[config.mk]
export PLATFORM = sky130hd
export DESIGN_NAME = vrpsu_ram
export DESIGN_NICKNAME = d
export VERILOG_FILES = /design/src/vrpsu_ram.sv
export SDC_FILE = /design/constraint.sdc
export NUM_CORES = 2
export LEC_CHECK = 0
export BUFFER_PORTS_ARGS = -buffer_cell sky130_fd_sc_hd__buf_2
export CAP_MARGIN = 15
export CORE_UTILIZATION = 45
export CTS_CLUSTER_DIAMETER = 40
export DETAILED_ROUTE_END_ITERATION = 6
export PLACE_DENSITY_LB_ADDON = 0.25
export SLEW_MARGIN = 10
export SYNTH_ARGS = -nofsm -noshare
export SYNTH_HDL_FRONTEND = slang
export SYNTH_SLANG_ARGS = --single-unit
[constraint.sdc]
create_clock -name clk_i -period 2.5 [get_ports clk_i]
set_input_delay 0.25 -clock clk_i [delete_from_list [all_inputs] [get_ports clk_i]]
set_output_delay 0.25 -clock clk_i [all_outputs]
set_load 0.05 [all_outputs]
[src/vrpsu_ram.sv]
// Generic single-port synchronous RAM, registered read data.
// No dependencies.
module vrpsu_ram #(
  parameter int Depth = 256,
  parameter int Width = 8
) (
  input  logic                     clk_i,
  input  logic                     we_i,
  input  logic                     re_i,
  input  logic [$clog2(Depth)-1:0] addr_i,
  input  logic [Width-1:0]         wdata_i,
  output logic [Width-1:0]         rdata_o
);

  logic [Width-1:0] mem_q [Depth];
  logic [Width-1:0] rdata_q;

  always_ff @(posedge clk_i) begin
    if (we_i) begin
      mem_q[addr_i] <= wdata_i;
    end
  end

  // read data holds until the next read
  always_ff @(posedge clk_i) begin
    if (re_i) begin
      rdata_q <= mem_q[addr_i];
    end
  end

  assign rdata_o = rdata_q;

endmodule

==> results.cfg <==
[drt]
vias = 39874
drt-vias-per-instance = 5.878
drt_iter0_drc = 4181
first_pass_iters = 6
ant_nets = 0
wl_per_cell_um = 28.98
routed_wl_mm = 196.6
drc = 0

[setup_path]
reg2reg_from = mem_q[203][6]
critical_path.cell_chain = mux4_2 > a22oi_1 > a21oi_1 > o41ai_4 > buf_4 > nand4_1
r2r_slack_ps = 10
ff2ff_path_depth = 6
startpoint_type = register
r2r_end = rdata_o[6]
cp.arrival_ps = 3100
critPathKind = reg2reg
endpoint_kind = register
required_ps = 3110
crit_fanout = 1
cp_num_buf_inv = 1
slowest_delay_ps = 530
crit_slowest_cell = o41ai_4
critPathTopFamily = compound AO/OA/AOI/OAI gates

[synthesis]
synth.top_cells.by_area = edfxtp_1 79%, mux4_2 15%, a22oi_1 2.4%
synth_top_area_frac = 0.7858
syn-num-nets = 3566
yosys.area.top_type = edfxtp_1
ys_seq_area_frac = 0.7858
synth_cell_types = 21
synth_area_um2 = 78570
ys_warn_count = 0
syn_avg_cell_area_um2 = 22.15
ys_ff_latch = 2056
synthCells = 3547

[clocking]
cts_tree = yes
cts_sinks = 2056
cts_post_setup_buffers_inserted = 0
clk_pin_slew_ps = 60
cts_buffers = 282
cts_htree_levels = 5
cts-root-buf = clkbuf_16
clk_path_buf_depth = 4
clock_latency_ps = 910

[cells_and_area]
fin_util = 0.5563
layout-drive-gt1-share = 0.3651
final_nets = 4297
mostFrequentLayoutCells = 2056 x edfxtp_1, 542 x buf_4, 512 x mux4_2
area_growth_pct = 22.13
instances_no_fill = 6784
postLayoutCellArea_um2 = 95960
layout_commonest_cell = edfxtp_1

[pwr]
pwr_density_cell_nw_per_um2 = 831.6
power_mw = 79.80
netSwitchingPower_mw = 16.96
p_sw_frac = 0.2125
clkPwrFrac = 0.475
p_int_mw = 62.84
power_frac_comb = 0.048
cellLeakagePower_nw = 30.91
peakVddDrop_mv = 0.8405
seq_power_share = 0.477

[sta]
setup_viol = 0
fin_crit_ps = 2490
worstMarginPinSlew_ps = 1051
relSlewSlack = 0.2966
setup_slack_ps = 10.08
skew_ps = 55.36
rsz0062_at_grt = false
max_freq_mhz = 401.6
whs_ps = 163.6
report.final.slew_viol_count = 0
timing.final.crit_share = 0.9960
timing.setup.tns_ps = 0
hold_violations = 0

[die]
dieArea_um2 = 176300
die_x_um = 419.9
initial_core_util = 0.4555
io-pin-count = 27
die_y_um = 419.9
rows = 152
core_area_um2 = 172500

[worst_hold_path]
holdPathEnd = mem_q[132][5]
hp-start = we_i
holdPathStages = 5
min_path_type = in2reg

[place]
dp_cells = 6295
postPlaceCellArea_um2 = 86770
gp_congestion = 0.8227
dp_hpwl_mm = 124.7
dp_slack_ps = -1165
port_buffers = 26

[grt]
grtUsageTotal = 0.2267
overflow = 0
grt_pass1_wl_mm = 286.5
antenna_found_initial = 2
grt_pass1_vias = 40723
grt_max_degree = 95

[job]
drv_cap = 0

[run_status]
status = completed
layout make-up:
type | instances | area [um^2]
clock inverter | 157 | 1604
clock buffer | 322 | 7292
sequential | 2056 | 61740
tap | 2310 | 2890
fill | 12805 | 76530
antenna | 1 | 2.502
multi-input combinational | 1258 | 16000
timing repair buffer | 679 | 6431
inverter | 1 | 3.754
timing repair:
| action | 4_1_cts | 5_1_grt |
|---|---|---|
| cloned | 0 | 0 |
| setup endpoints to repair | 8 | 7 |
| gates resized for setup | 18 | 11 |
| pin swaps | 2 | 3 |
| hold endpoints to repair | 812 | 0 |
| hold buffers | 9 | 0 |
synth_stat cells:
cell and n:
nand4_1 8, nand2_1 28, o41ai_1 32, buf_4 16
nand3_1 13, buf_2 36, nor2b_1 7, buf_1 19
nand2b_1 6, nor2_1 232, buf_6 16, a21oi_1 128
nor3_1 30, a22oi_1 256, inv_1 1, clkbuf_1 145
mux4_2 512, or2_2 2, and2_1 3, edfxtp_1 2056
or3_1 1
flip-flops by register name, summed over array words and instances, names as in the netlist:
signal	cells
mem_q	2048
rdata_o	8
kinds of logic (layout without fill, tap and decap cells):
kind of cell | Yosys count | count (layout) | synth area share
mux | 512 | 512 | 0.1468
buf+inv | 233 | 1159 | 0.01400
compound gates | 416 | 416 | 0.03618
other cells | 0 | 1 | 0
simple gates | 330 | 330 | 0.01731
flops | 2056 | 2056 | 0.7858
tightest hold or removal path: stages:
cell and delay (ps):
buf_2 120, buf_4 180, nand3_2 130, buf_4 120
nor2_1 50
routing by layer:
| metal | vias up | global-route usage | wire, um |
|---|---|---|---|
| li1 | 16632 | - | - |
| met1 | 21243 | 0.3202 | 80770 |
| met2 | 1662 | 0.3639 | 96340 |
| met3 | 337 | 0.03688 | 13730 |
| met4 | 0 | 0.06971 | 5770 |
| met5 | - | 0 | 0 |
power groups by stage:
stage | Combinational (mW) | Sequential [mW] | Clock, mW
4_1_cts | 3.83 | 38.1 | 38.5
3_3_place_gp | 3.73 | 38.8 | 0
6_report | 3.79 | 38.1 | 37.9
5_1_grt | 4.00 | 38.1 | 39.9
3_5_place_dp | 3.78 | 38.8 | 0
2_1_floorplan | 1.69 | 38.8 | 0
worst max path at each step:
stage	startpoint	end	slack, ps	cells after the start
finish	mem_q[203][6]	rdata_o[6]	10	6
global route	mem_q[19][1]	rdata_o[1]	2	7
CTS	mem_q[254][2]	rdata_o[2]	5	5
detailed placement	addr_i[0]	rdata_o[6]	-1170	8
global placement	addr_i[0]	rdata_o[6]	-1170	8
floorplan	addr_i[1]	mem_q[111][0]	30	9
No activity file was read; power rests on OpenSTA's default activity.
