--- config.mk ---
export PLATFORM = sky130hd
export DESIGN_NAME = vrpsu_regs
export DESIGN_NICKNAME = d
export VERILOG_FILES = /design/src/vrpsu_pkg.sv /design/src/vrpsu_regs.sv
export SDC_FILE = /design/constraint.sdc
export NUM_CORES = 1
export LEC_CHECK = 0
export ABC_CLOCK_PERIOD_IN_PS = 2790
export BUFFER_PORTS_ARGS = -buffer_cell sky130_fd_sc_hd__buf_2
export CORE_ASPECT_RATIO = 0.8
export CORE_MARGIN = 2
export CORE_UTILIZATION = 35
export DETAILED_ROUTE_END_ITERATION = 12
export PLACE_DENSITY_LB_ADDON = 0.1
export SYNTH_ARGS = -nofsm -noshare
export SYNTH_HDL_FRONTEND = slang
export SYNTH_SLANG_ARGS = --single-unit
export TNS_END_PERCENT = 50
--- constraint.sdc ---
create_clock -name clk_i -period 2.79 [get_ports clk_i]
set_input_delay 0.1395 -clock clk_i [delete_from_list [all_inputs] [get_ports clk_i]]
set_output_delay 0.1395 -clock clk_i [all_outputs]
set_load 0.01 [all_outputs]
--- src/vrpsu_pkg.sv ---
// Package for the video register port / scroll unit.
// Request codes, register numbers, mirroring modes, memory geometry and shared structs.
// No dependencies.
package vrpsu_pkg;

  typedef enum logic [3:0] {
    OP_READ   = 4'd0,
    OP_WRITE  = 4'd1,
    OP_DMA    = 4'd2,
    OP_INCX   = 4'd3,
    OP_INCY   = 4'd4,
    OP_COPYX  = 4'd5,
    OP_COPYY  = 4'd6,
    OP_VBLANK = 4'd7,
    OP_FCLR   = 4'd8,
    OP_FLAGS  = 4'd9
  } op_e;

  typedef enum logic [2:0] {
    REG_CTRL    = 3'd0,
    REG_MASK    = 3'd1,
    REG_STATUS  = 3'd2,
    REG_OAMADDR = 3'd3,
    REG_OAMDATA = 3'd4,
    REG_SCROLL  = 3'd5,
    REG_ADDR    = 3'd6,
    REG_DATA    = 3'd7
  } reg_e;

  typedef enum logic [2:0] {
    MIR_VERT   = 3'd0,
    MIR_HORIZ  = 3'd1,
    MIR_SGL_LO = 3'd2,
    MIR_SGL_HI = 3'd3,
    MIR_FOUR   = 3'd4
  } mirror_e;

  // where the read byte of a result comes from
  typedef enum logic [1:0] {
    RD_CONST   = 2'd0,
    RD_SPRITE  = 2'd1,
    RD_PALETTE = 2'd2
  } rdsrc_e;

  localparam int SprDepth = 256;
  localparam int SprAw    = 8;
  localparam int PatDepth = 8192;
  localparam int PatAw    = 13;
  localparam int PalDepth = 32;
  localparam int PalAw    = 5;
  localparam int PalDw    = 6;
  localparam int NtOffW   = 12;  // nametable offset before folding into the RAM size

  localparam logic [13:0] PalBase = 14'h3f00;

  typedef struct packed {
    logic               spr_we;
    logic               spr_re;
    logic [SprAw-1:0]   spr_addr;
    logic               pal_we;
    logic               pal_re;
    logic [PalAw-1:0]   pal_addr;
    logic               pat_we;
    logic               pat_re;
    logic [PatAw-1:0]   pat_addr;
    logic               nt_we;
    logic               nt_re;
    logic [NtOffW-1:0]  nt_off;
    logic [7:0]         wdata;
  } mem_req_t;

  typedef struct packed {
    rdsrc_e      rd_sel;
    logic [7:0]  rd_val;
    logic        pal_mask;
    logic        nmi;
    logic [14:0] vram_addr;
    logic [2:0]  fine_x;
    logic [7:0]  ctrl;
    logic [7:0]  mask;
  } res_t;

  // physical nametable offset under the mirroring mode
  function automatic logic [NtOffW-1:0] nt_offset(logic [2:0] mode, logic [11:0] a);
    logic [1:0] phys;
    begin
      unique case (mode)
        MIR_VERT:   phys = {1'b0, a[10]};
        MIR_HORIZ:  phys = {1'b0, a[11]};
        MIR_SGL_LO: phys = 2'd0;
        MIR_SGL_HI: phys = 2'd1;
        default:    phys = a[11:10];
      endcase
      nt_offset = {phys, a[9:0]};
    end
  endfunction

  // palette slot with the backdrop aliases folded down
  function automatic logic [PalAw-1:0] pal_slot(logic [4:0] a);
    begin
      if (a[4] && (a[1:0] == 2'b00)) pal_slot = {1'b0, a[3:0]};
      else pal_slot = a;
    end
  endfunction

endpackage

--- src/vrpsu_regs.sv ---
// Register file and scroll logic: decodes requests, updates the registers, issues RAM accesses.
// Depends on vrpsu_pkg.
module vrpsu_regs (
  input  logic               clk_i,
  input  logic               rst_ni,
  input  logic               cfg_we_i,
  input  logic [2:0]         cfg_mode_i,
  input  logic               acc_i,
  input  logic [3:0]         op_i,
  input  logic [2:0]         reg_sel_i,
  input  logic [7:0]         data_in_i,
  input  logic [7:0]         oam_index_i,
  input  logic [7:0]         pat_rdata_i,
  input  logic [7:0]         nt_rdata_i,
  output vrpsu_pkg::mem_req_t req_o,
  output vrpsu_pkg::res_t     res_o
);
  import vrpsu_pkg::*;

  logic [2:0]  mode_q;
  logic [7:0]  ctrl_q, ctrl_d;
  logic [7:0]  mask_q, mask_d;
  logic [2:0]  status_q, status_d;
  logic [7:0]  oam_ptr_q, oam_ptr_d;
  logic [14:0] cur_q, cur_d;
  logic [14:0] tmp_q, tmp_d;
  logic [2:0]  fine_x_q, fine_x_d;
  logic        toggle_q, toggle_d;
  logic [7:0]  latch_q, latch_d;
  // read buffer lives in the pattern/nametable read-data registers
  logic        buf_vld_q, buf_vld_d;
  logic        buf_nt_q, buf_nt_d;

  logic [7:0]  buf_data;
  logic [13:0] a14;
  logic [14:0] step;
  logic [4:0]  y;
  logic [11:0] nt_off;

  assign buf_data = !buf_vld_q ? 8'h00 : (buf_nt_q ? nt_rdata_i : pat_rdata_i);
  assign a14      = cur_q[13:0];
  assign step     = cur_q + (ctrl_q[2] ? 15'd32 : 15'd1);
  assign nt_off   = nt_offset(mode_q, a14[11:0]);

  always_comb begin
    ctrl_d    = ctrl_q;
    mask_d    = mask_q;
    status_d  = status_q;
    oam_ptr_d = oam_ptr_q;
    cur_d     = cur_q;
    tmp_d     = tmp_q;
    fine_x_d  = fine_x_q;
    toggle_d  = toggle_q;
    latch_d   = latch_q;
    buf_vld_d = buf_vld_q;
    buf_nt_d  = buf_nt_q;
    y         = cur_q[9:5];
    req_o     = '0;
    req_o.wdata    = data_in_i;
    req_o.spr_addr = oam_ptr_q;
    req_o.pal_addr = pal_slot(a14[4:0]);
    req_o.pat_addr = a14[12:0];
    req_o.nt_off   = nt_off;
    res_o          = '0;
    res_o.rd_sel   = RD_CONST;
    res_o.pal_mask = mask_q[0];

    unique case (op_i)
      OP_READ: begin
        unique case (reg_sel_i)
          REG_STATUS: begin
            res_o.rd_val = {status_q, latch_q[4:0]};
            status_d[2]  = 1'b0;
            toggle_d     = 1'b0;
          end
          REG_OAMDATA: begin
            res_o.rd_sel = RD_SPRITE;
            req_o.spr_re = 1'b1;
          end
          REG_DATA: begin
            buf_vld_d = 1'b1;
            if (a14 >= PalBase) begin
              res_o.rd_sel = RD_PALETTE;
              req_o.pal_re = 1'b1;
              // refill from the nametable beneath the palette
              req_o.nt_re  = 1'b1;
              buf_nt_d     = 1'b1;
            end else begin
              res_o.rd_val = buf_data;
              req_o.pat_re = !a14[13];
              req_o.nt_re  = a14[13];
              buf_nt_d     = a14[13];
            end
            cur_d = step;
          end
          default: res_o.rd_val = latch_q;
        endcase
      end
      OP_WRITE: begin
        latch_d = data_in_i;
        unique case (reg_sel_i)
          REG_CTRL: begin
            res_o.nmi     = !ctrl_q[7] && data_in_i[7] && status_q[2];
            ctrl_d        = data_in_i;
            tmp_d[11:10]  = data_in_i[1:0];
          end
          REG_MASK:    mask_d = data_in_i;
          REG_OAMADDR: oam_ptr_d = data_in_i;
          REG_OAMDATA: begin
            req_o.spr_we = 1'b1;
            oam_ptr_d    = oam_ptr_q + 8'd1;
          end
          REG_SCROLL: begin
            if (!toggle_q) begin
              fine_x_d   = data_in_i[2:0];
              tmp_d[4:0] = data_in_i[7:3];
            end else begin
              tmp_d[14:12] = data_in_i[2:0];
              tmp_d[9:5]   = data_in_i[7:3];
            end
            toggle_d = !toggle_q;
          end
          REG_ADDR: begin
            if (!toggle_q) begin
              tmp_d[14]   = 1'b0;
              tmp_d[13:8] = data_in_i[5:0];
            end else begin
              tmp_d[7:0] = data_in_i;
              cur_d      = {tmp_q[14:8], data_in_i};
            end
            toggle_d = !toggle_q;
          end
          REG_DATA: begin
            if (a14 >= PalBase) req_o.pal_we = 1'b1;
            else if (a14[13]) req_o.nt_we = 1'b1;
            else req_o.pat_we = 1'b1;
            cur_d = step;
          end
          default: ;
        endcase
      end
      OP_DMA: begin
        req_o.spr_we   = 1'b1;
        req_o.spr_addr = oam_index_i;
      end
      OP_INCX: begin
        if (cur_q[4:0] == 5'd31) begin
          cur_d[4:0] = 5'd0;
          cur_d[10]  = !cur_q[10];
        end else begin
          cur_d = cur_q + 15'd1;
        end
      end
      OP_INCY: begin
        if (cur_q[14:12] != 3'd7) begin
          cur_d[14:12] = cur_q[14:12] + 3'd1;
        end else begin
          cur_d[14:12] = 3'd0;
          if (cur_q[9:5] == 5'd29) begin
            y         = 5'd0;
            cur_d[11] = !cur_q[11];
          end else if (cur_q[9:5] == 5'd31) begin
            y = 5'd0;
          end else begin
            y = cur_q[9:5] + 5'd1;
          end
          cur_d[9:5] = y;
        end
      end
      OP_COPYX: begin
        cur_d[10]  = tmp_q[10];
        cur_d[4:0] = tmp_q[4:0];
      end
      OP_COPYY: begin
        cur_d[14:11] = tmp_q[14:11];
        cur_d[9:5]   = tmp_q[9:5];
      end
      OP_VBLANK: begin
        status_d[2] = 1'b1;
        res_o.nmi   = ctrl_q[7];
      end
      OP_FCLR: status_d = 3'd0;
      OP_FLAGS: begin
        status_d[1] = status_q[1] | data_in_i[6];
        status_d[0] = status_q[0] | data_in_i[5];
      end
      default: ;
    endcase

    if (!acc_i) begin
      req_o = '0;
    end

    res_o.vram_addr = cur_d;
    res_o.fine_x    = fine_x_d;
    res_o.ctrl      = ctrl_d;
    res_o.mask      = mask_d;
  end

  always_ff @(posedge clk_i or negedge rst_ni) begin
    if (!rst_ni) begin
      mode_q    <= MIR_VERT;
      ctrl_q    <= '0;
      mask_q    <= '0;
      status_q  <= '0;
      oam_ptr_q <= '0;
      cur_q     <= '0;
      tmp_q     <= '0;
      fine_x_q  <= '0;
      toggle_q  <= 1'b0;
      latch_q   <= '0;
      buf_vld_q <= 1'b0;
      buf_nt_q  <= 1'b0;
    end else begin
      if (cfg_we_i) begin
        mode_q <= cfg_mode_i;
      end
      if (acc_i) begin
        ctrl_q    <= ctrl_d;
        mask_q    <= mask_d;
        status_q  <= status_d;
        oam_ptr_q <= oam_ptr_d;
        cur_q     <= cur_d;
        tmp_q     <= tmp_d;
        fine_x_q  <= fine_x_d;
        toggle_q  <= toggle_d;
        latch_q   <= latch_d;
        buf_vld_q <= buf_vld_d;
        buf_nt_q  <= buf_nt_d;
      end
    end
  end

endmodule

==> reports/results.ini, run 1 <==
[outcome]
status=complete, but fails checks
violations=negative hold slack, negative setup slack

[route]
routedWlPerCell_um=19.80
drc_errors=0
vias_per_cell=5.680
ant_nets=0
routed_wl_mm=23.49
drtIter0Drc=740
vias=6736
firstDrtPassIters=7

[setup_path]
worstSetupPathType=flip-flop to output port
critPathTopFamily=compound AO/OA/AOI/OAI gates
path_cells=ha_2 > and3_4 > ha_4 > nand3b_1 > buf_6 > nor3_1 > a311oi_1 > a31oi_1 > a2111oi_0 > buf_4 > nor2_1 > buf_2
setup.worst_path.start_class=flip-flop
r2r_cells=10
critPathBufInv=3
worstReg2RegEnd=cur_q[9]$_DFFE_PN0P_
arrival_ns=2.72
critical_path.max_fanout=5
crit_path_end_kind=output port
worstReg2RegStart=cur_q[0]$_DFFE_PN0P_
slowest_stage=a2111oi_0
crit_required_ns=2.65
max_stage_delay_ns=0.36
reg2reg_slack_ns=0.40

[logic_synthesis]
synth-edff-count=0
yosysMostFrequentCell=nand2_1
seq_area_frac_synth_pct=29.77
synth.area.top_cells=dfrtp_1, nand2_1, mux2_2
syn_nets=881
syn_inst=823
async_flop_share_pct=100.0
synth_top_area_cell=dfrtp_1
synth_seq_cells=74
ys_warn_count=0
synth_area_sq_um=6221
syn_avg_cell_area_sq_um=7.559
synth_top_area_share_pct=29.77
synthTopCellsByCount=nand2_1, nor2_1, dfrtp_1
ys_types=70
synth-main-ff-cell=dfrtp_1

[floorplan]
num_rows=43
core_area_sq_um=17380
initial_core_util_pct=35.80
die-area_sq_um=18860
pin_count=146
die_x_um=153.1
fp.dieH_um=123.2

[timing]
holdWs_ns=-0.03658
tns_ns=-0.06883
fin_crit_sh_pct=102.5
rsz0062_at_grt=true
min_period_ns=2.859
worst_slew_pin_slew_ns=1.052
setup_viol=1
fmax_ghz=0.3498
hold_viol=30
slew_headroom_pct=29.84
fin_ws_ns=-0.06883
finalClockSkew_ns=0.006554
drv_slew=0

[layout]
nNetsFinal=1014
stdcell_count=1186
utilization_pct=45.06
fillers=1812
diodes=0
regArea_sq_um=1854
multi_input_area_sq_um=4099
area_growth_pct=25.88
drive_above_1_share_pct=30.59

[global_route]
grt_use_total_pct=24.97
grt_antenna_before_repair=0
grt_pass1_wl_mm=36.37
gr-total-overflow=0
grt_max_degree=75
grt_pass1_vias=6155

[clock_tree]
cts_htree_levels=3
cts_tree=done
clock_sinks=74
postCtsHoldBufs=0
clock_latency_ns=0.35
clk_pin_slew_worst_paths_ns=0.06
clock-root-buffer=clkbuf_16
numCtsBuffers=9
cts_buffer_depth=2

[power_and_ir_drop]
p_leak_nw=3.562
ir_worst_vdd_mv=0.2846
power.density_nw_per_um2=600.2

[place]
gp_congestion=0.9597
port_buffers=145
post-place-cells=1163
dp_hpwl_mm=16.92

[job]
maxCapViolations=0

[min_path]
hold_class=input port to asynchronous set/reset pin

==> per-stage QoR <==
stage,cell area (sq um),hold WS (ns),power [W],setup WS [ns]
2_1_floorplan,6221,-0.1561,0.002599,0.1607
3_3_place_gp,7252,0.3623,0.003255,0.02292
3_5_place_dp,7252,0.3672,0.003252,0.05778
4_1_cts,7686,0.007812,0.004649,-0.0007119
5_1_grt,7831,0.02130,0.004980,-0.1181
6_report,7831,-0.03658,0.004700,-0.06883
==> logic make-up after synthesis <==
| kind of cell | count (synthesis) | synth area share [%] |
|---|---|---|
| flip-flops | 74 | 29.77 |
| multiplexers | 45 | 7.884 |
| AND/OR/NAND/NOR | 356 | 27.41 |
| XOR/XNOR | 24 | 3.379 |
| buffers and inverters | 100 | 7.301 |
| adder cells (fa/ha/maj) | 13 | 2.574 |
| AO/OA/AOI/OAI | 211 | 21.68 |
==> area by class of cell <==
type	instances	area share (%)
Tap cell	225	3.595
Multi-Input combinational cell	649	52.34
Sequential cell	74	23.68
Clock buffer	11	3.227
Inverter	15	0.7190
Timing Repair Buffer	207	15.34
Clock inverter	5	1.102
==> worst reg2reg max path, cell delays in order (launching register included) <==
cell      delay [ns]
dfrtp_1         0.38
ha_2            0.19
and3_4          0.19
ha_4            0.17
nand3b_1        0.22
buf_6           0.18
nor3_2          0.22
o21ai_0         0.10
a21oi_1         0.12
o211ai_1        0.12
o32a_1          0.39
==> repair_timing <==
action                     in CTS  in global routing
buffers inserted                0                  6
pin swaps                       5                  7
cloned                          0                  1
setup endpoints to repair       9                 13
resized for setup              21                 19
==> worst max path at each step <==
stage,from,slack (ns),cells past startpoint,to
final,cur_q[0]$_DFFE_PN0P_,-0.07,12,res_o[24]
after CTS,cur_q[1]$_DFFE_PN0P_,-0.0007,12,res_o[24]
after floorplan,cur_q[0]$_DFFE_PN0P_,0.16,9,res_o[30]
after global placement,cur_q[0]$_DFFE_PN0P_,0.02,10,res_o[33]
after detailed placement,cur_q[0]$_DFFE_PN0P_,0.06,10,res_o[33]
after global routing,cur_q[0]$_DFFE_PN0P_,-0.12,10,res_o[21]
==> placed cells by master (no fill, tap or decap), drive strengths merged, types with 9 or more instances in the layout <==
| master | count |
|---|---|
| ha | 12 |
| nor4 | 12 |
| clkbuf | 11 |
| a22oi | 10 |
| a21oi | 61 |
| mux2i | 13 |
| buf | 206 |
| mux2 | 32 |
| nor3 | 21 |
| nor2 | 95 |
| xnor2 | 15 |
| and2 | 31 |
| nand2b | 10 |
| and3 | 12 |
| a31oi | 11 |
| xor2 | 9 |
| inv | 14 |
| nand2 | 113 |
| nand3 | 26 |
| dfrtp | 74 |
| o21ai | 54 |
==> per-layer routing <==
layer,GRT usage [%],vias up,routed length [um]
met5,0,-,0
met4,4.919,0,270
met3,6.625,22,2239
met2,36.47,295,9734
met1,37.07,3234,11240
li1,-,3185,-
==> where the power goes <==
part / total [W] / switching (W) / leakage (nW) / internal [W]
clock: 0.00135 / 0.000511 / 0.166 / 0.000837
sequential: 0.00149 / 0.000207 / 0.928 / 0.00128
combinational: 0.00186 / 0.00106 / 2.47 / 0.000806
total: 0.00470 / 0.00178 / 3.56 / 0.00292
==> registers in the layout (all words and copies together) (netlist names), 3 cells and up <==
| register | cells |
|---|---|
| tmp_q | 15 |
| ctrl_q | 8 |
| oam_ptr_q | 8 |
| cur_q | 15 |
| mask_q | 8 |
| latch_q | 8 |
| fine_x_q | 3 |
| status_q | 3 |
| mode_q | 3 |
Note: power is estimated with default switching activity, not from simulation.
==> run 2: changes to the inputs <==
--- a/config.mk
+++ b/config.mk
@@ -5,13 +5,14 @@
 export SDC_FILE = /design/constraint.sdc
 export NUM_CORES = 1
 export LEC_CHECK = 0
-export ABC_CLOCK_PERIOD_IN_PS = 2790
+export ABC_CLOCK_PERIOD_IN_PS = 2800
 export BUFFER_PORTS_ARGS = -buffer_cell sky130_fd_sc_hd__buf_2
+export CAP_MARGIN = 20
 export CORE_ASPECT_RATIO = 0.8
 export CORE_MARGIN = 2
 export CORE_UTILIZATION = 35
 export DETAILED_ROUTE_END_ITERATION = 12
-export PLACE_DENSITY_LB_ADDON = 0.1
+export PLACE_DENSITY = 0.61
 export SYNTH_ARGS = -nofsm -noshare
 export SYNTH_HDL_FRONTEND = slang
 export SYNTH_SLANG_ARGS = --single-unit
==> constraint.sdc (replaced) <==
create_clock -name clk_i -period 2.8 [get_ports clk_i]
set_input_delay 0.14 -clock clk_i [delete_from_list [all_inputs] [get_ports clk_i]]
set_output_delay 0.14 -clock clk_i [all_outputs]
set_load 0.01 [all_outputs]
==> reports/results.ini, run 2 (same netlist as run 1, synthesis figures left out) <==
[clock_tree]
cts_tree=done
clock_sinks=74  ; unchanged
cts_htree_levels=3  ; unchanged
clock_latency_ns=0.35  ; about the same
cts_buffer_depth=2  ; unchanged
clock-root-buffer=clkbuf_16
clk_pin_slew_worst_paths_ns=0.06  ; about the same
numCtsBuffers=9  ; unchanged

[place]
place_ws_ns=0.002399  ; -0.05538 ns
dp_hpwl_mm=16.85  ; -0.47%
port_buffers=145  ; unchanged
gp_congestion=0.9426  ; -1.8%

[timing]
setup_viol=0  ; -1
fmax_ghz=0.3672
holdWs_ns=0.006644  ; +0.04322 ns
rsz0062_at_grt=true
finalClockSkew_ns=0.009950  ; +0.003396 ns
slew_headroom_pct=54.99  ; +25 points
fin_ws_ns=0.07653  ; +0.1454 ns
min_period_ns=2.723
hold_viol=0  ; -100%
worst_slew_pin_slew_ns=0.6752  ; -0.3772 ns
fin_crit_sh_pct=97.27
drv_slew=0  ; unchanged
tns_ns=0  ; +0.06883 ns

[route]
firstDrtPassIters=5  ; -2
drc_errors=0  ; unchanged
routedWlPerCell_um=19.22  ; -2.9%
vias=6673  ; -0.94%
drtIter0Drc=575  ; -22%
vias_per_cell=5.612  ; -1.2%
routed_wl_mm=22.86  ; -2.7%
ant_nets=0  ; unchanged

[layout]
top_regs=cur_q: 15 flops, tmp_q: 15 flops
drive_above_1_share_pct=30.53  ; -0.064 points
final_cell_mix=buf_2, nand2_1, nor2_1
fillers=1764  ; -2.6%
layout_commonest_cell=buf_2
area_growth_pct=26.31
nNetsFinal=1016  ; +0.20%

[global_route]
grt_antenna_before_repair=1  ; +1
grt_use_total_pct=24.03  ; -0.94 points
grt_pass1_wl_mm=34.88  ; -4.1%
grt_max_degree=75  ; unchanged
gr-total-overflow=0  ; unchanged
grt_pass1_vias=6014  ; -2.3%

[floorplan]
core_area_sq_um=17380  ; unchanged
initial_core_util_pct=35.80  ; unchanged
die-area_sq_um=18860  ; unchanged
die_x_um=153.1  ; unchanged
fp.dieH_um=123.2  ; unchanged
pin_count=146  ; unchanged
num_rows=43  ; unchanged

[min_path]
hold_class=input port to flip-flop

[setup_path]
crit_top_cell=ha_2
crit_path_end_kind=output port
setup.worst_path.start_class=flip-flop
crit_required_ns=2.66  ; about the same
critPathBufInv=3  ; unchanged
worstSetupPathType=flip-flop to output port
slowest_stage=dfrtp_1
max_stage_delay_ns=0.39  ; +0.03 ns
path_cells=ha_2 > and3_4 > ha_2 > nand3b_1 > buf_6 > nor3_1 > a311oi_1 > a31oi_1 > a2111oi_2 > buf_4 > nor2_1 > buf_2
arrival_ns=2.58  ; -0.14 ns
critPathTopFamily=simple AND/OR/NAND/NOR gates
critical_path.max_fanout=5  ; unchanged

[power_and_ir_drop]
total_power_w=0.004645  ; -1.2%
ir_worst_vdd_mv=0.2796  ; -1.8%
power.density_nw_per_um2=591.2  ; -1.5%
p_leak_nw=3.563  ; about the same

[outcome]
status=finished, final reports clean

[job]
maxCapViolations=0  ; unchanged

run 2: cell types whose count changed in the layout (fill, tap and decap cells not counted), sizes merged:
cell	change
buf	+2
clkdlybuf4s15	-1
diode	+1
dlygate4sd3	+1
run 2: layout make-up:
| cell class | instances | area, sq um | area share, % |
|---|---|---|---|
| multi-input cells | 649 | 4100 | 52.18 |
| flip-flops and latches | 74 | 1854 | 23.60 |
| repair buffers | 209 | 1251 | 15.92 |
| well taps | 225 | 281.5 | 3.583 |
| clock buffers | 11 | 232.7 | 2.962 |
| clock inverters | 5 | 78.83 | 1.003 |
| inverters | 15 | 56.30 | 0.7166 |
| diodes | 1 | 2.502 | 0.03185 |
run 2: final timing paths:
kind	end	startpoint	cells past startpoint	slack, ns
worst max-delay path	res_o[24]	cur_q[0]$_DFFE_PN0P_	12	0.08
worst min-delay path	mode_q[2]$_DFFE_PN0P_	cfg_mode_i[2]	3	0.007
worst max register to register	cur_q[9]$_DFFE_PN0P_	cur_q[2]$_DFFE_PN0P_	7	0.43
worst min register to register	buf_vld_q$_DFFE_PN0P_	buf_vld_q$_DFFE_PN0P_	1	0.47
max in group asynchronous	cur_q[5]$_DFFE_PN0P_	rst_ni	3	2.03
min in group asynchronous	buf_nt_q$_DFFE_PN0P_	rst_ni	2	0.16
run 2: metal layers:
metal / track usage [%] / up-vias / part of all wire (%) / wire length (um)
met5: 0 / - / 0 / 0
met4: 5.903 / 0 / 1.3 / 293
met3: 6.064 / 27 / 9.8 / 2236
met2: 34.07 / 318 / 41 / 9319
met1: 36.23 / 3141 / 48 / 11010
li1: - / 3187 / - / -
run 2: tightest hold or removal path: stages:
cell and delay, ns:
buf_2 0.07, nand2_1 0.03, o21ai_0 0.06
run 2: power breakdown:
group	internal [W]	switching, W	leakage (nW)
clock	0.000780	0.000472	0.153
sequential	0.00128	0.000194	0.928
combinational	0.000839	0.00108	2.48
run 2: repair_timing:
item / in CTS / in global routing
hold endpoints to repair: 0 / 74
hold buffers: 0 / 1
buffers inserted: 0 / 3
pin swaps: 7 / 10
endpoints found under the setup margin: 10 / 13
gates resized for setup: 21 / 23
run 2: per-stage QoR:
| stage | cells | util, % | cell area, sq um |
|---|---|---|---|
| global placement | 1167 | 41.98 | 7295 |
| detailed placement | 1167 | 41.98 | 7295 |
| global route | 1189 | 45.22 | 7858 |
| CTS | 1183 | 44.26 | 7691 |
| finish | 1189 | 45.22 | 7858 |
| floorplan | 823 | - | 6221 |
==> run 3: changes to the inputs <==
--- a/config.mk
+++ b/config.mk
@@ -9,10 +9,11 @@
 export BUFFER_PORTS_ARGS = -buffer_cell sky130_fd_sc_hd__buf_2
 export CAP_MARGIN = 20
 export CORE_ASPECT_RATIO = 0.8
-export CORE_MARGIN = 2
+export CORE_MARGIN = 4
 export CORE_UTILIZATION = 35
 export DETAILED_ROUTE_END_ITERATION = 12
 export PLACE_DENSITY = 0.61
+export REMOVE_ABC_BUFFERS = 1
 export SYNTH_ARGS = -nofsm -noshare
 export SYNTH_HDL_FRONTEND = slang
 export SYNTH_SLANG_ARGS = --single-unit
==> reports/results.ini, run 3 (same netlist as run 1, synthesis figures left out) <==
[setup_path]
worstReg2RegStart=cur_q[0]$_DFFE_PN0P_
reg2reg_slack_ns=0.40  ; -0.03 ns
crit_start=cur_q[0]$_DFFE_PN0P_
setup.worst_path.start_class=flip-flop
crit_required_ns=2.66  ; about the same
worstReg2RegEnd=cur_q[9]$_DFFE_PN0P_
critical_path.max_fanout=4  ; -1
critPathTopFamily=compound AO/OA/AOI/OAI gates
path_cells=ha_2 > and3_4 > ha_4 > nand2b_4 > nor4_2 > xor2_1 > a2111oi_2 > o21ai_1 > o22a_1 > buf_2
max_stage_delay_ns=0.39  ; about the same
slowest_stage=dfrtp_1
worstSetupPathType=flip-flop to output port
r2r_cells=10  ; +3
critPathBufInv=1  ; -2
crit_path_end_kind=output port
arrival_ns=2.66  ; +0.08 ns

[floorplan]
num_rows=43  ; unchanged
pin_count=146  ; unchanged
die-area_sq_um=19980  ; +5.9%
initial_core_util_pct=35.80  ; unchanged
core_area_sq_um=17380  ; unchanged
die_x_um=157.1  ; +2.6%
fp.dieH_um=127.2  ; +3.2%

[route]
firstDrtPassIters=7  ; +2
vias=6752  ; +1.2%
routed_wl_mm=23.40  ; +2.4%
ant_nets=0  ; unchanged
drc_errors=0  ; unchanged
drtIter0Drc=862  ; +50%
routedWlPerCell_um=19.68  ; +2.4%
vias_per_cell=5.679  ; +1.2%

[layout]
final_cell_mix=buf_2, nand2_1, nor2_1
regArea_sq_um=1854  ; unchanged
diodes=0  ; -1
drive_above_1_share_pct=30.91  ; +0.38 points
fin_area_sq_um=7879  ; +0.27%
nNetsFinal=1017  ; +0.098%
layout_commonest_cell=buf_2
fillers=1779  ; +0.85%
top_regs=cur_q: 15 flops, tmp_q: 15 flops
area_growth_pct=26.65
multi_input_area_sq_um=4121  ; +0.52%

[global_route]
grt_use_total_pct=23.30  ; -0.73 points
grt_pass1_vias=6297  ; +4.7%
grt_antenna_before_repair=0  ; -1
gr-total-overflow=0  ; unchanged
grt_pass1_wl_mm=36.23  ; +3.9%
grt_max_degree=75  ; unchanged

[timing]
finalClockSkew_ns=0.01152  ; +0.001572 ns
drv_slew=0  ; unchanged
fin_crit_sh_pct=100.0  ; +2.7 points
slew_headroom_pct=51.48  ; -3.5 points
tns_ns=0  ; unchanged
hold_viol=0  ; unchanged
setup_viol=0  ; unchanged
worst_slew_pin_slew_ns=0.7278  ; +0.05263 ns
rsz0062_at_grt=true
fmax_ghz=0.3572  ; -2.7%
min_period_ns=2.800  ; +0.07642 ns
fin_ws_ns=0.0001110  ; -0.07642 ns
holdWs_ns=0.01863  ; +0.01198 ns

[place]
port_buffers=145  ; unchanged
gp_congestion=0.9867  ; +4.7%
dp_hpwl_mm=16.78  ; -0.40%
place_area_sq_um=7272  ; -0.31%
place_ws_ns=-0.03638  ; -0.03878 ns

[clock_tree]
cts_buffer_depth=2  ; unchanged
clock_latency_ns=0.36  ; about the same
clock_sinks=74  ; unchanged
cts_tree=done
cts_htree_levels=3  ; unchanged
numCtsBuffers=9  ; unchanged
clk_pin_slew_worst_paths_ns=0.07  ; about the same
clock-root-buffer=clkbuf_16

[power_and_ir_drop]
ir_worst_vdd_mv=0.3137  ; +12%
power.density_nw_per_um2=588.7  ; -0.43%
total_power_w=0.004638  ; -0.16%
p_leak_nw=3.559  ; -0.12%

[min_path]
hold_class=input port to flip-flop
hold_start=cfg_mode_i[1]
holdPathEnd=mode_q[1]$_DFFE_PN0P_
hold_depth=2  ; -1

[outcome]
status=finished, final reports clean

[job]
maxCapViolations=0  ; unchanged

## run 3: cell count changes in the layout (fill, tap and decap cells not counted), moves of 2 or more
cell	change
buf_4	-2
clkbuf_1	-2
ha_2	-3
ha_1	+2
a2111oi_1	-2
a2111oi_2	+3
## run 3: layer usage
metal	track usage, %	wire [um]	part of all wire, %	vias up
li1	-	-	-	3205
met1	36.58	11530	49	3222
met2	32.47	9415	40	290
met3	4.843	2068	8.8	35
met4	5.412	383	1.6	0
met5	0	0	0	-
## run 3: layout make-up
cell class,instances,share of cell area [%]
Inverter,15,0.7146
Timing Repair Buffer,210,16.02
Multi-Input combinational cell,649,52.31
Clock inverter,7,0.9846
Sequential cell,74,23.54
Tap cell,225,3.573
Clock buffer,9,2.859
## run 3: how the worst max path moves through the flow
stage / endpoint / cells after the start
floorplan: res_o[30] / 9
global placement: res_o[33] / 10
detailed placement: res_o[33] / 10
CTS: res_o[21] / 10
global route: res_o[33] / 10
finish: res_o[33] / 10
## run 3: report_power, final
| part | switching, W | total, W | internal [W] |
|---|---|---|---|
| Combinational | 0.00109 | 0.00195 | 0.000862 |
| Sequential | 0.000179 | 0.00146 | 0.00128 |
| Clock | 0.000530 | 0.00123 | 0.000700 |
| Total | 0.00180 | 0.00464 | 0.00284 |
## run 3: stage by stage
stage / std cells / utilization [%]
floorplan: 738 / -
global placement: 1164 / 41.85
detailed placement: 1164 / 41.85
CTS: 1183 / 44.31
global route: 1189 / 45.34
finish: 1189 / 45.34
## run 3: timing repair
action | 4_1_cts | 5_1_grt
hold buffers | 2 | 0
endpoints found under the setup margin | 11 | 13
pin swaps | 6 | 13
setup buffers | 1 | 4
endpoints found under the hold margin | 2 | 0
gates resized for setup | 23 | 27
gates cloned | 0 | 1
